--- config.mk ---
export PLATFORM = sky130hd
export DESIGN_NAME = remote_jog_ramp_with_deadman_flat
export DESIGN_NICKNAME = d
export VERILOG_FILES = /design/src/design/rjr_pkg.sv /design/src/design/rjr_req_if.sv /design/src/design/rjr_rsp_if.sv /design/src/design/rjr_regs.sv /design/src/design/rjr_core.sv /design/src/design/remote_jog_ramp_with_deadman.sv /design/src/flat_wrapper.sv
export SDC_FILE = /design/constraint.sdc
export NUM_CORES = 1
export LEC_CHECK = 0
export ABC_CLOCK_PERIOD_IN_PS = 9450
export CAP_MARGIN = 40
export CELL_PAD_IN_SITES_DETAIL_PLACEMENT = 1
export CELL_PAD_IN_SITES_GLOBAL_PLACEMENT = 1
export CORE_MARGIN = 2
export CORE_UTILIZATION = 39
export DETAILED_ROUTE_END_ITERATION = 8
export DONT_BUFFER_PORTS = 1
export PLACE_DENSITY = 0.62
export SLEW_MARGIN = 15
export SYNTH_ARGS = -nofsm -noshare
export SYNTH_HDL_FRONTEND = slang
export SYNTH_SLANG_ARGS = --single-unit
--- constraint.sdc ---
create_clock -name clk -period 9.45 [get_ports clk]
set_clock_uncertainty 0.05 [all_clocks]
set_input_delay 1.89 -clock clk [delete_from_list [all_inputs] [get_ports clk]]
set_output_delay 1.89 -clock clk [all_outputs]
set_load 0.02 [all_outputs]
--- src/design/rjr_pkg.sv ---
// rjr_pkg: shared types, codes and constants for the remote jog ramp block
// no dependencies; every other design file refers to it by scoped names
`timescale 1ns / 1ps

package rjr_pkg;

    // frame body length saturates here
    localparam int FRAME_MAX   = 31;
    localparam int FRAME_LEN_W = $clog2(FRAME_MAX + 1);

    localparam int CMD_W     = 2;
    localparam int BYTE_W    = 8;
    localparam int TIME_W    = 32;
    localparam int STEP_W    = 8;
    localparam int SPEED_W   = 10;
    localparam int VEL_W     = 11;
    localparam int NUM_DIR   = 4;
    localparam int DIR_IDX_W = 2;

    // apb register file
    localparam int PADDR_W = 4;
    localparam int PDATA_W = 32;

    // command codes
    localparam logic [CMD_W-1:0] CMD_BYTE  = 2'd0;
    localparam logic [CMD_W-1:0] CMD_TICK  = 2'd1;
    localparam logic [CMD_W-1:0] CMD_CLEAR = 2'd2;

    // register indexes (paddr[3:2])
    localparam logic [1:0] REG_JOG_STEP = 2'd0;
    localparam logic [1:0] REG_LIMIT_BR = 2'd1;
    localparam logic [1:0] REG_LIMIT_FL = 2'd2;
    localparam logic [1:0] REG_TIMEOUT  = 2'd3;

    // register reset values
    localparam logic [STEP_W-1:0]  RST_JOG_STEP = 8'd20;
    localparam logic [SPEED_W-1:0] RST_LIMIT_BR = 10'd150;
    localparam logic [SPEED_W-1:0] RST_LIMIT_FL = 10'd105;
    localparam logic [TIME_W-1:0]  RST_TIMEOUT  = 32'd300000;

    // direction slots
    localparam logic [DIR_IDX_W-1:0] DIR_FWD   = 2'd0;
    localparam logic [DIR_IDX_W-1:0] DIR_BWD   = 2'd1;
    localparam logic [DIR_IDX_W-1:0] DIR_LEFT  = 2'd2;
    localparam logic [DIR_IDX_W-1:0] DIR_RIGHT = 2'd3;

    // link characters
    localparam logic [BYTE_W-1:0] CH_FRAME_START = 8'h23; // '#'
    localparam logic [BYTE_W-1:0] CH_FRAME_END   = 8'h24; // '$'
    localparam logic [BYTE_W-1:0] CH_SKIP        = 8'h21; // '!'
    localparam logic [BYTE_W-1:0] CH_FWD         = 8'h46; // 'F'
    localparam logic [BYTE_W-1:0] CH_BWD         = 8'h42; // 'B'
    localparam logic [BYTE_W-1:0] CH_LEFT        = 8'h4C; // 'L'
    localparam logic [BYTE_W-1:0] CH_RIGHT       = 8'h52; // 'R'
    localparam logic [BYTE_W-1:0] CH_CENTRE      = 8'h4D; // 'M'

    typedef struct packed {
        logic [STEP_W-1:0]  jog_step;
        logic [SPEED_W-1:0] limit_back_right;
        logic [SPEED_W-1:0] limit_fwd_left;
        logic [TIME_W-1:0]  timeout_us;
    } rjr_cfg_t;

    typedef struct packed {
        logic s1_valid;
        logic s2_adv;
        logic in_frame;
    } rjr_stat_t;

    // add one step, clip to the limit (also clips a speed held above a lowered limit)
    function automatic logic [SPEED_W-1:0] sat_add(
        input logic [SPEED_W-1:0] speed,
        input logic [STEP_W-1:0]  step,
        input logic [SPEED_W-1:0] limit
    );
        logic [SPEED_W:0] sum;
        sum = {1'b0, speed} + {{(SPEED_W + 1 - STEP_W){1'b0}}, step};
        if (sum > {1'b0, limit})
        begin
            return limit;
        end
        return sum[SPEED_W-1:0];
    endfunction

endpackage

--- src/design/rjr_req_if.sv ---
// rjr_req_if: valid/ready request channel carrying one command transaction
// depends on rjr_pkg for field widths
`timescale 1ns / 1ps

interface rjr_req_if;
    logic                           valid;
    logic                           ready;
    logic [rjr_pkg::CMD_W-1:0]      command;
    logic [rjr_pkg::BYTE_W-1:0]     rx_byte;
    logic [rjr_pkg::TIME_W-1:0]     time_now;

    modport source (output valid, command, rx_byte, time_now, input ready);
    modport sink   (input valid, command, rx_byte, time_now, output ready);
endinterface

--- src/design/rjr_rsp_if.sv ---
// rjr_rsp_if: valid/ready result channel carrying one status transaction
// depends on rjr_pkg for field widths
`timescale 1ns / 1ps

interface rjr_rsp_if;
    logic                               valid;
    logic                               ready;
    logic signed [rjr_pkg::VEL_W-1:0]   target_x;
    logic signed [rjr_pkg::VEL_W-1:0]   target_y;
    logic signed [rjr_pkg::VEL_W-1:0]   nav_x;
    logic signed [rjr_pkg::VEL_W-1:0]   nav_y;
    logic                               nav_enable;
    logic                               centre_request;
    logic                               frame_end;

    modport source (output valid, target_x, target_y, nav_x, nav_y, nav_enable,
                    centre_request, frame_end, input ready);
    modport sink   (input valid, target_x, target_y, nav_x, nav_y, nav_enable,
                    centre_request, frame_end, output ready);
endinterface

--- src/design/rjr_regs.sv ---
// rjr_regs: apb configuration register file (step, two limits, timeout)
// depends on rjr_pkg
`timescale 1ns / 1ps

module rjr_regs (
    input  logic                           clk,
    input  logic                           rst_n,
    input  logic                           psel,
    input  logic                           penable,
    input  logic                           pwrite,
    input  logic [rjr_pkg::PADDR_W-1:0]    paddr,
    input  logic [rjr_pkg::PDATA_W-1:0]    pwdata,
    output logic [rjr_pkg::PDATA_W-1:0]    prdata,
    output logic                           pready,
    output rjr_pkg::rjr_cfg_t              cfg
);

    rjr_pkg::rjr_cfg_t cfg_reg;
    logic              wr_en;
    logic [1:0]        reg_idx;

    assign pready  = 1'b1;
    assign wr_en   = psel && penable && pwrite;
    assign reg_idx = paddr[3:2];
    assign cfg     = cfg_reg;

    always_ff @(posedge clk or negedge rst_n)
    begin
        if (!rst_n)
        begin
            cfg_reg.jog_step         <= rjr_pkg::RST_JOG_STEP;
            cfg_reg.limit_back_right <= rjr_pkg::RST_LIMIT_BR;
            cfg_reg.limit_fwd_left   <= rjr_pkg::RST_LIMIT_FL;
            cfg_reg.timeout_us       <= rjr_pkg::RST_TIMEOUT;
        end
        else if (wr_en)
        begin
            unique case (reg_idx)
                rjr_pkg::REG_JOG_STEP:
                    cfg_reg.jog_step <= pwdata[rjr_pkg::STEP_W-1:0];
                rjr_pkg::REG_LIMIT_BR:
                    cfg_reg.limit_back_right <= pwdata[rjr_pkg::SPEED_W-1:0];
                rjr_pkg::REG_LIMIT_FL:
                    cfg_reg.limit_fwd_left <= pwdata[rjr_pkg::SPEED_W-1:0];
                rjr_pkg::REG_TIMEOUT:
                    cfg_reg.timeout_us <= pwdata[rjr_pkg::TIME_W-1:0];
                default:
                    cfg_reg.timeout_us <= cfg_reg.timeout_us;
            endcase
        end
    end

    always_comb
    begin
        unique case (reg_idx)
            rjr_pkg::REG_JOG_STEP:
                prdata = {{(rjr_pkg::PDATA_W - rjr_pkg::STEP_W){1'b0}}, cfg_reg.jog_step};
            rjr_pkg::REG_LIMIT_BR:
                prdata = {{(rjr_pkg::PDATA_W - rjr_pkg::SPEED_W){1'b0}},
                          cfg_reg.limit_back_right};
            rjr_pkg::REG_LIMIT_FL:
                prdata = {{(rjr_pkg::PDATA_W - rjr_pkg::SPEED_W){1'b0}},
                          cfg_reg.limit_fwd_left};
            rjr_pkg::REG_TIMEOUT:
                prdata = cfg_reg.timeout_us;
            default:
                prdata = '0;
        endcase
    end

endmodule

--- src/design/rjr_core.sv ---
// rjr_core: input register, one-pass state update and result registers
// depends on rjr_pkg, rjr_req_if and rjr_rsp_if
`timescale 1ns / 1ps

module rjr_core (
    input  logic               clk,
    input  logic               rst_n,
    input  rjr_pkg::rjr_cfg_t  cfg,
    rjr_req_if.sink            req,
    rjr_rsp_if.source          rsp,
    output rjr_pkg::rjr_stat_t stat
);

    localparam int LEN_W = rjr_pkg::FRAME_LEN_W;

    // input register
    logic                          s1_valid_reg;
    logic [rjr_pkg::CMD_W-1:0]     s1_cmd_reg;
    logic [rjr_pkg::BYTE_W-1:0]    s1_byte_reg;
    logic [rjr_pkg::TIME_W-1:0]    s1_time_reg;

    // block state, which also serves as the result register
    logic [rjr_pkg::SPEED_W-1:0]   speed_reg [rjr_pkg::NUM_DIR];
    logic [rjr_pkg::SPEED_W-1:0]   speed_next[rjr_pkg::NUM_DIR];
    logic [rjr_pkg::TIME_W-1:0]    stamp_reg [rjr_pkg::NUM_DIR];
    logic [rjr_pkg::TIME_W-1:0]    stamp_next[rjr_pkg::NUM_DIR];
    logic                          in_frame_reg, in_frame_next;
    logic [LEN_W-1:0]              frame_len_reg, frame_len_next;
    logic                          centre_reg, centre_next;
    logic signed [rjr_pkg::VEL_W-1:0] vel_x_reg, vel_x_next;
    logic signed [rjr_pkg::VEL_W-1:0] vel_y_reg, vel_y_next;
    logic signed [rjr_pkg::VEL_W-1:0] nav_x_reg, nav_x_next;
    logic signed [rjr_pkg::VEL_W-1:0] nav_y_reg, nav_y_next;
    logic                          nav_on_reg, nav_on_next;
    logic                          fend_reg, fend_next;
    logic                          out_valid_reg;

    logic                          s2_adv;
    logic                          update;
    logic [rjr_pkg::SPEED_W-1:0]   live_speed[rjr_pkg::NUM_DIR];
    logic [rjr_pkg::TIME_W-1:0]    age[rjr_pkg::NUM_DIR];

    assign s2_adv    = !out_valid_reg || rsp.ready;
    assign req.ready = !s1_valid_reg || s2_adv;
    assign update    = s1_valid_reg && s2_adv;

    assign stat.s1_valid = s1_valid_reg;
    assign stat.s2_adv   = s2_adv;
    assign stat.in_frame = in_frame_reg;

    // timeout check per direction: modular age against the timeout
    always_comb
    begin
        for (int i = 0; i < rjr_pkg::NUM_DIR; i++)
        begin
            age[i]        = s1_time_reg - stamp_reg[i];
            live_speed[i] = (age[i] > cfg.timeout_us) ? '0 : speed_reg[i];
        end
    end

    always_comb
    begin
        speed_next     = speed_reg;
        stamp_next     = stamp_reg;
        in_frame_next  = in_frame_reg;
        frame_len_next = frame_len_reg;
        centre_next    = centre_reg;
        vel_x_next     = vel_x_reg;
        vel_y_next     = vel_y_reg;
        nav_x_next     = nav_x_reg;
        nav_y_next     = nav_y_reg;
        nav_on_next    = nav_on_reg;
        fend_next      = 1'b0;

        unique case (s1_cmd_reg)
            rjr_pkg::CMD_BYTE:
            begin
                if (!in_frame_reg)
                begin
                    if (s1_byte_reg == rjr_pkg::CH_FRAME_START)
                    begin
                        in_frame_next  = 1'b1;
                        frame_len_next = '0;
                    end
                    else
                    begin
                        // keys; the skip character and others fall to default
                        case (s1_byte_reg)
                            rjr_pkg::CH_FWD:
                            begin
                                speed_next[rjr_pkg::DIR_FWD] = rjr_pkg::sat_add(
                                    speed_reg[rjr_pkg::DIR_FWD], cfg.jog_step,
                                    cfg.limit_fwd_left);
                                stamp_next[rjr_pkg::DIR_FWD] = s1_time_reg;
                            end
                            rjr_pkg::CH_BWD:
                            begin
                                speed_next[rjr_pkg::DIR_BWD] = rjr_pkg::sat_add(
                                    speed_reg[rjr_pkg::DIR_BWD], cfg.jog_step,
                                    cfg.limit_back_right);
                                stamp_next[rjr_pkg::DIR_BWD] = s1_time_reg;
                            end
                            rjr_pkg::CH_LEFT:
                            begin
                                speed_next[rjr_pkg::DIR_LEFT] = rjr_pkg::sat_add(
                                    speed_reg[rjr_pkg::DIR_LEFT], cfg.jog_step,
                                    cfg.limit_fwd_left);
                                stamp_next[rjr_pkg::DIR_LEFT] = s1_time_reg;
                            end
                            rjr_pkg::CH_RIGHT:
                            begin
                                speed_next[rjr_pkg::DIR_RIGHT] = rjr_pkg::sat_add(
                                    speed_reg[rjr_pkg::DIR_RIGHT], cfg.jog_step,
                                    cfg.limit_back_right);
                                stamp_next[rjr_pkg::DIR_RIGHT] = s1_time_reg;
                            end
                            rjr_pkg::CH_CENTRE:
                            begin
                                for (int i = 0; i < rjr_pkg::NUM_DIR; i++)
                                begin
                                    speed_next[i] = '0;
                                end
                                centre_next = 1'b1;
                            end
                            default:
                            begin
                                centre_next = centre_reg;
                            end
                        endcase
                    end
                end
                else if (s1_byte_reg == rjr_pkg::CH_FRAME_END)
                begin
                    in_frame_next = 1'b0;
                    fend_next     = (frame_len_reg != '0);
                end
                else if (frame_len_reg < LEN_W'(rjr_pkg::FRAME_MAX))
                begin
                    frame_len_next = frame_len_reg + 1'b1;
                end
            end
            rjr_pkg::CMD_TICK:
            begin
                speed_next = live_speed;
                vel_x_next = $signed({1'b0, live_speed[rjr_pkg::DIR_FWD]})
                           - $signed({1'b0, live_speed[rjr_pkg::DIR_BWD]});
                vel_y_next = $signed({1'b0, live_speed[rjr_pkg::DIR_RIGHT]})
                           - $signed({1'b0, live_speed[rjr_pkg::DIR_LEFT]});
                if (!centre_reg)
                begin
                    if (vel_x_next != '0 || vel_y_next != '0)
                    begin
                        nav_x_next  = vel_x_next;
                        nav_y_next  = vel_y_next;
                        nav_on_next = 1'b1;
                    end
                    else
                    begin
                        nav_on_next = 1'b0;
                    end
                end
            end
            rjr_pkg::CMD_CLEAR:
            begin
                centre_next = 1'b0;
            end
            default:
            begin
                centre_next = centre_reg;
            end
        endcase
    end

    // input register
    always_ff @(posedge clk or negedge rst_n)
    begin
        if (!rst_n)
        begin
            s1_valid_reg <= 1'b0;
        end
        else if (req.ready)
        begin
            s1_valid_reg <= req.valid;
        end
    end

    always_ff @(posedge clk)
    begin
        if (req.valid && req.ready)
        begin
            s1_cmd_reg  <= req.command;
            s1_byte_reg <= req.rx_byte;
            s1_time_reg <= req.time_now;
        end
    end

    // state and result registers
    always_ff @(posedge clk or negedge rst_n)
    begin
        if (!rst_n)
        begin
            for (int i = 0; i < rjr_pkg::NUM_DIR; i++)
            begin
                speed_reg[i] <= '0;
                stamp_reg[i] <= '0;
            end
            in_frame_reg  <= 1'b0;
            frame_len_reg <= '0;
            centre_reg    <= 1'b0;
            vel_x_reg     <= '0;
            vel_y_reg     <= '0;
            nav_x_reg     <= '0;
            nav_y_reg     <= '0;
            nav_on_reg    <= 1'b0;
            fend_reg      <= 1'b0;
            out_valid_reg <= 1'b0;
        end
        else
        begin
            if (s2_adv)
            begin
                out_valid_reg <= s1_valid_reg;
            end
            if (update)
            begin
                speed_reg     <= speed_next;
                stamp_reg     <= stamp_next;
                in_frame_reg  <= in_frame_next;
                frame_len_reg <= frame_len_next;
                centre_reg    <= centre_next;
                vel_x_reg     <= vel_x_next;
                vel_y_reg     <= vel_y_next;
                nav_x_reg     <= nav_x_next;
                nav_y_reg     <= nav_y_next;
                nav_on_reg    <= nav_on_next;
                fend_reg      <= fend_next;
            end
        end
    end

    assign rsp.valid          = out_valid_reg;
    assign rsp.target_x       = vel_x_reg;
    assign rsp.target_y       = vel_y_reg;
    assign rsp.nav_x          = nav_x_reg;
    assign rsp.nav_y          = nav_y_reg;
    assign rsp.nav_enable     = nav_on_reg;
    assign rsp.centre_request = centre_reg;
    assign rsp.frame_end      = fend_reg;

endmodule

--- src/design/remote_jog_ramp_with_deadman.sv ---
// remote_jog_ramp_with_deadman: top level, register file plus processing core
// depends on rjr_pkg, rjr_req_if, rjr_rsp_if, rjr_regs and rjr_core
`timescale 1ns / 1ps

// remote jog controller: each request transaction carries a command (link byte,
// update tick or centre-flag clear) and a microsecond timestamp, and produces
// exactly one response transaction with the velocity, navigation and flag
// outputs as they stand after that command. bytes between '#' and '$' are only
// framed and counted; outside a frame F/B/L/R ramp a direction speed by the
// jog step up to its limit, and M zeroes all speeds and raises the centre
// request. a tick drops any direction whose last key is older than timeout_us,
// then forms target_x/target_y and, unless a centre request is pending, updates
// the navigation outputs. timing: one transaction per clock sustained while
// responses are taken; a request is captured in the input register, and the
// state/result registers load from it once the response side can advance. while
// a response waits, an empty input register still takes one more request, then
// the request side stalls until the response is taken. configuration writes are
// taken over apb and must only happen while no transaction is in flight.

module remote_jog_ramp_with_deadman (
    input  logic                           clk,
    input  logic                           rst_n,
    input  logic                           psel,
    input  logic                           penable,
    input  logic                           pwrite,
    input  logic [rjr_pkg::PADDR_W-1:0]    paddr,
    input  logic [rjr_pkg::PDATA_W-1:0]    pwdata,
    output logic [rjr_pkg::PDATA_W-1:0]    prdata,
    output logic                           pready,
    rjr_req_if.sink                        req,
    rjr_rsp_if.source                      rsp
);

    // live configuration shared with the core
    rjr_pkg::rjr_cfg_t  cfg;
    // pipeline status for checks
    rjr_pkg::rjr_stat_t stat;

    rjr_regs u_regs (
        .clk     (clk),
        .rst_n   (rst_n),
        .psel    (psel),
        .penable (penable),
        .pwrite  (pwrite),
        .paddr   (paddr),
        .pwdata  (pwdata),
        .prdata  (prdata),
        .pready  (pready),
        .cfg     (cfg)
    );

    // input register feeds a single pass of update logic into the state regs,
    // which double as the response register
    rjr_core u_core (
        .clk   (clk),
        .rst_n (rst_n),
        .cfg   (cfg),
        .req   (req),
        .rsp   (rsp),
        .stat  (stat)
    );

`ifndef ASSERT_OFF
    // navigation is only enabled with a nonzero latched velocity
    a_nav_nonzero: assert property (@(posedge clk) disable iff (!rst_n)
        rsp.valid && rsp.nav_enable |-> (rsp.nav_x != '0 || rsp.nav_y != '0))
        else $error("nav enabled with zero latched velocity");

    // a request is only taken when the input register is free or moving on
    a_no_overrun: assert property (@(posedge clk) disable iff (!rst_n)
        req.valid && req.ready |-> (!stat.s1_valid || stat.s2_adv))
        else $error("request accepted into a full input register");

    // a stalled input register keeps its transaction
    a_s1_hold: assert property (@(posedge clk) disable iff (!rst_n)
        stat.s1_valid && !stat.s2_adv |=> stat.s1_valid)
        else $error("input register lost a stalled transaction");
`endif

endmodule
--- src/flat_wrapper.sv ---
// flat-port wrapper written by rule: the top's interface ports become plain ports
module remote_jog_ramp_with_deadman_flat 
  (clk, rst_n, psel, penable, pwrite, paddr, pwdata, prdata, pready, req_valid, req_command, req_rx_byte, req_time_now, req_ready, rsp_valid, rsp_target_x, rsp_target_y, rsp_nav_x, rsp_nav_y, rsp_nav_enable, rsp_centre_request, rsp_frame_end, rsp_ready);
  rjr_req_if req_i ();
  rjr_rsp_if rsp_i ();
  input  logic clk;
  input  logic rst_n;
  input  logic psel;
  input  logic penable;
  input  logic pwrite;
  input  logic [rjr_pkg::PADDR_W-1:0] paddr;
  input  logic [rjr_pkg::PDATA_W-1:0] pwdata;
  output logic [rjr_pkg::PDATA_W-1:0] prdata;
  output logic pready;
  input wire logic [$bits(req_i.valid)-1:0] req_valid;
  input wire logic [$bits(req_i.command)-1:0] req_command;
  input wire logic [$bits(req_i.rx_byte)-1:0] req_rx_byte;
  input wire logic [$bits(req_i.time_now)-1:0] req_time_now;
  output wire logic [$bits(req_i.ready)-1:0] req_ready;
  output wire logic [$bits(rsp_i.valid)-1:0] rsp_valid;
  output wire logic [$bits(rsp_i.target_x)-1:0] rsp_target_x;
  output wire logic [$bits(rsp_i.target_y)-1:0] rsp_target_y;
  output wire logic [$bits(rsp_i.nav_x)-1:0] rsp_nav_x;
  output wire logic [$bits(rsp_i.nav_y)-1:0] rsp_nav_y;
  output wire logic [$bits(rsp_i.nav_enable)-1:0] rsp_nav_enable;
  output wire logic [$bits(rsp_i.centre_request)-1:0] rsp_centre_request;
  output wire logic [$bits(rsp_i.frame_end)-1:0] rsp_frame_end;
  input wire logic [$bits(rsp_i.ready)-1:0] rsp_ready;
  assign req_i.valid = req_valid;
  assign req_i.command = req_command;
  assign req_i.rx_byte = req_rx_byte;
  assign req_i.time_now = req_time_now;
  assign req_ready = req_i.ready;
  assign rsp_valid = rsp_i.valid;
  assign rsp_target_x = rsp_i.target_x;
  assign rsp_target_y = rsp_i.target_y;
  assign rsp_nav_x = rsp_i.nav_x;
  assign rsp_nav_y = rsp_i.nav_y;
  assign rsp_nav_enable = rsp_i.nav_enable;
  assign rsp_centre_request = rsp_i.centre_request;
  assign rsp_frame_end = rsp_i.frame_end;
  assign rsp_i.ready = rsp_ready;
  remote_jog_ramp_with_deadman u_core (.clk(clk), .rst_n(rst_n), .psel(psel), .penable(penable), .pwrite(pwrite), .paddr(paddr), .pwdata(pwdata), .prdata(prdata), .pready(pready), .req(req_i), .rsp(rsp_i));
endmodule
==> impl_metrics.toml <==
[floorplan]
ios = 167
fp.dieArea_sq_um = 67060
die_w_um = 259.0
std_cell_rows = 93
core_sq_um = 64350
start_util_pct = 39.40
die_height_um = 259.0

[timing]
timing.final.max_slew_violations = 0
worst_slew_pin_slew_ns = 0.8536
setup_ws_ns = 1.094
relSlewSlack_pct = 41.62
fmax_mhz = 119.7
hold_viol = 0
setup_viol = 0
min_period_ns = 8.356
rsz0062_at_grt = "no"
timing.final.crit_share_pct = 88.43
timing.setup.tns_ns = 0

[place]
gp_congestion = 0.8793
hpwl_um = 61270
io_buffers = 0
place_ws_ns = 1.016

[synth]
syn_area_sq_um = 25350
ys_top_cells_by_area = "dfrtp_1, ha_1, edfxtp_1"
ys_warn_count = 0
syn_avg_cell_area_sq_um = 9.172
ys_seq_area_share_pct = 33.00
synth_top_area_share_pct = 26.16
synthArstFlopShare_pct = 87.08
netlist_instances = 2764
syn-num-nets = 3205
synthFlopType = "dfrtp_1"
synth_top_area_cell = "dfrtp_1"
synth-seq-cells = 325
synth_cell_type_count = 85
synth_edf_count = 42

[clocking]
post_cts_resized = 0
clkTransAtPathRegs_ns = 0.06
post_cts_buffers = 0
clock_sinks = 325
holdBufCountCts = 0
clkLatencyLatePin_ns = 0.59
numCtsBuffers = 42
cts_tree = "done"
cts-root-buf = "clkbuf_16"
cts_buffer_depth = 3
htreeDepth = 2

[global_routing]
grt_max_degree = 284
grt_pass1_vias = 22100
overflow = 0
antenna_found_initial = 0
grt_pass1_wl_um = 123100
gr-usage-all-layers_pct = 23.29

[worst_setup_path]
cp_max_fo = 18
setup.worst_path.end_class = "flip-flop"
cp_slowest_cell = "or4_1"
critPathBufInv = 4
critical_path_class = "reg2reg"
slowest_delay_ns = 0.50
critPathLaunchType = "flip-flop"
cpLargestDelayFamily = "compound AO/OA/AOI/OAI gates"
arrival_ns = 8.77
required_ns = 9.87

[detailed_routing]
finalWirelength_um = 77300
drtPass1Iterations = 5
routed_via_density = 5.602
top_layer = "met4"
route.antenna.remaining_nets = 0
wl_per_cell_um = 21.16
wl_met1_um = 33730
dr_wl_met3_um = 2092
dr.first_iter.drc_count = 862
drc = 0
wl_met2_um = 38820
via_count = 20470

[power_and_ir_drop]
seq_power_share_pct = 26.3
power_frac_comb_pct = 54.0
p_sw_w = 0.003724
internal-power_w = 0.004607
leakage_nw = 12.89
fin_total_pwr_w = 0.008331
clkPwrFrac_pct = 19.7
irDropWorstVdd_v = 0.0001680
p_sw_share_pct = 44.70
p_per_area_nw_per_um2 = 299.9

[worst_hold_path]
hold_path_class = "reg2reg"

[run_status]
outcome = "completed"

[flow_run]
maxCapViolations = 0

[layout]
nets = 3207
syn_to_final_growth_pct = 9.565
n_antenna_cell = 0
largest_register_ffs = 128
drive_above_1_share_pct = 8.967
[power groups by stage]
stage               Combinational [W]  Clock, W  Sequential [W]
detailed placement            0.00450         0         0.00222
CTS                           0.00453   0.00170         0.00219
floorplan                     0.00334         0         0.00207
global placement              0.00428         0         0.00220
finish                        0.00450   0.00164         0.00219
global route                  0.00506   0.00174         0.00223
[worst paths after layout]
check                                                           endpoint                               startpoint  slack (ns)  cells after the start
min in group asynchronous               u_core.u_regs.cfg[3]$_DFFE_PN0P_                                    rst_n        0.95                      0
worst max-delay path            u_core.u_core.rsp.nav_enable$_DFFE_PN0P_   u_core.u_core.s1_time_reg[0]$_DFFE_PP_        1.09                     32
max in group asynchronous        u_core.u_core.stamp_reg[83]$_DFFE_PN0P_                                    rst_n        7.88                      0
worst max register to register  u_core.u_core.rsp.nav_enable$_DFFE_PN0P_   u_core.u_core.s1_time_reg[0]$_DFFE_PP_        1.09                     32
worst min register to register   u_core.u_core.stamp_reg[49]$_DFFE_PN0P_  u_core.u_core.stamp_reg[49]$_DFFE_PN0P_        0.45                      1
worst min-delay path             u_core.u_core.stamp_reg[49]$_DFFE_PN0P_  u_core.u_core.stamp_reg[49]$_DFFE_PN0P_        0.45                      1
[cells in the final DEF, fill, tap and decap left out, drive strengths merged, types with 8 or more instances in the layout]
master | Yosys | final
a211oi | 19 | 19
a21boi | 8 | 8
a21o | 109 | 109
a21oi | 189 | 189
a31oi | 17 | 17
and2 | 26 | 26
and3 | 21 | 21
and4 | 8 | 8
buf | 10 | 23
clkbuf | 55 | 55
clkinv | 0 | 13
dfrtp | 265 | 265
dfstp | 18 | 18
edfxtp | 42 | 42
fa | 10 | 10
ha | 346 | 346
inv | 247 | 251
mux2 | 95 | 95
mux2i | 38 | 38
mux4 | 8 | 8
nand2 | 240 | 240
nand2b | 22 | 22
nand3 | 67 | 67
nand4 | 42 | 42
nor2 | 159 | 159
nor2b | 41 | 41
nor3 | 23 | 23
o211ai | 19 | 19
o21a | 47 | 47
o21ai | 219 | 219
o21bai | 26 | 26
o22ai | 13 | 13
o2bb2ai | 30 | 30
o31a | 8 | 8
o31ai | 14 | 14
or2 | 9 | 9
or3 | 10 | 10
xnor2 | 110 | 110
xor2 | 40 | 40
[final cells by class]
type,count,area (sq um)
fill,7395,36570
multi-input combinational,2127,15850
sequential,325,8366
clock buffer,55,1170
tap,855,1070
inverter,247,927.1
clock inverter,22,217.7
timing repair buffer,23,180.2
[synth_stat cells (all sizes together) (13+ instances only)]
master / instances
a211oi: 19
a21o: 109
a21oi: 189
a31oi: 17
and2: 26
and3: 21
clkbuf: 55
dfrtp: 265
dfstp: 18
edfxtp: 42
ha: 346
inv: 247
mux2: 95
mux2i: 38
nand2: 240
nand2b: 22
nand3: 67
nand4: 42
nor2: 159
nor2b: 41
nor3: 23
o211ai: 19
o21a: 47
o21ai: 219
o21bai: 26
o22ai: 13
o2bb2ai: 30
o31ai: 14
xnor2: 110
xor2: 40
[cell families (layout without fill, tap and decap cells)]
kind of cell               after synthesis  after routing  synth area share, %
AOI/OAI and AO/OA                      777            777                19.55
xor gates and xnor gates               150            150                5.182
adders and majority gates              356            356                17.87
buffers and inverters                  312            347                4.704
DFF                                    325            325                33.00
muxes                                  141            141                6.431
other                                    1              1              0.01479
and+or+nand+nor                        702            702                13.26
[stage by stage]
step / cell area [sq um] / utilization (%) / hold WS [ns] / std cells
after global placement: 26340 / 40.93 / 0.4215 / 3571
after floorplan: 25350 / - / 0.4038 / 2764
after global routing: 27780 / 43.16 / 0.4623 / 3654
after CTS: 27780 / 43.16 / 0.4555 / 3654
final: 27780 / 43.16 / 0.4518 / 3654
after detailed placement: 26390 / 41.01 / 0.4432 / 3577
[per-layer routing]
layer / vias up / global-route usage, %
met5: - / 0
met4: 0 / 8.237
met3: 119 / 2.548
met2: 278 / 42.30
met1: 10140 / 28.39
li1: 9928 / -
No activity file was read; power rests on OpenSTA's default activity.
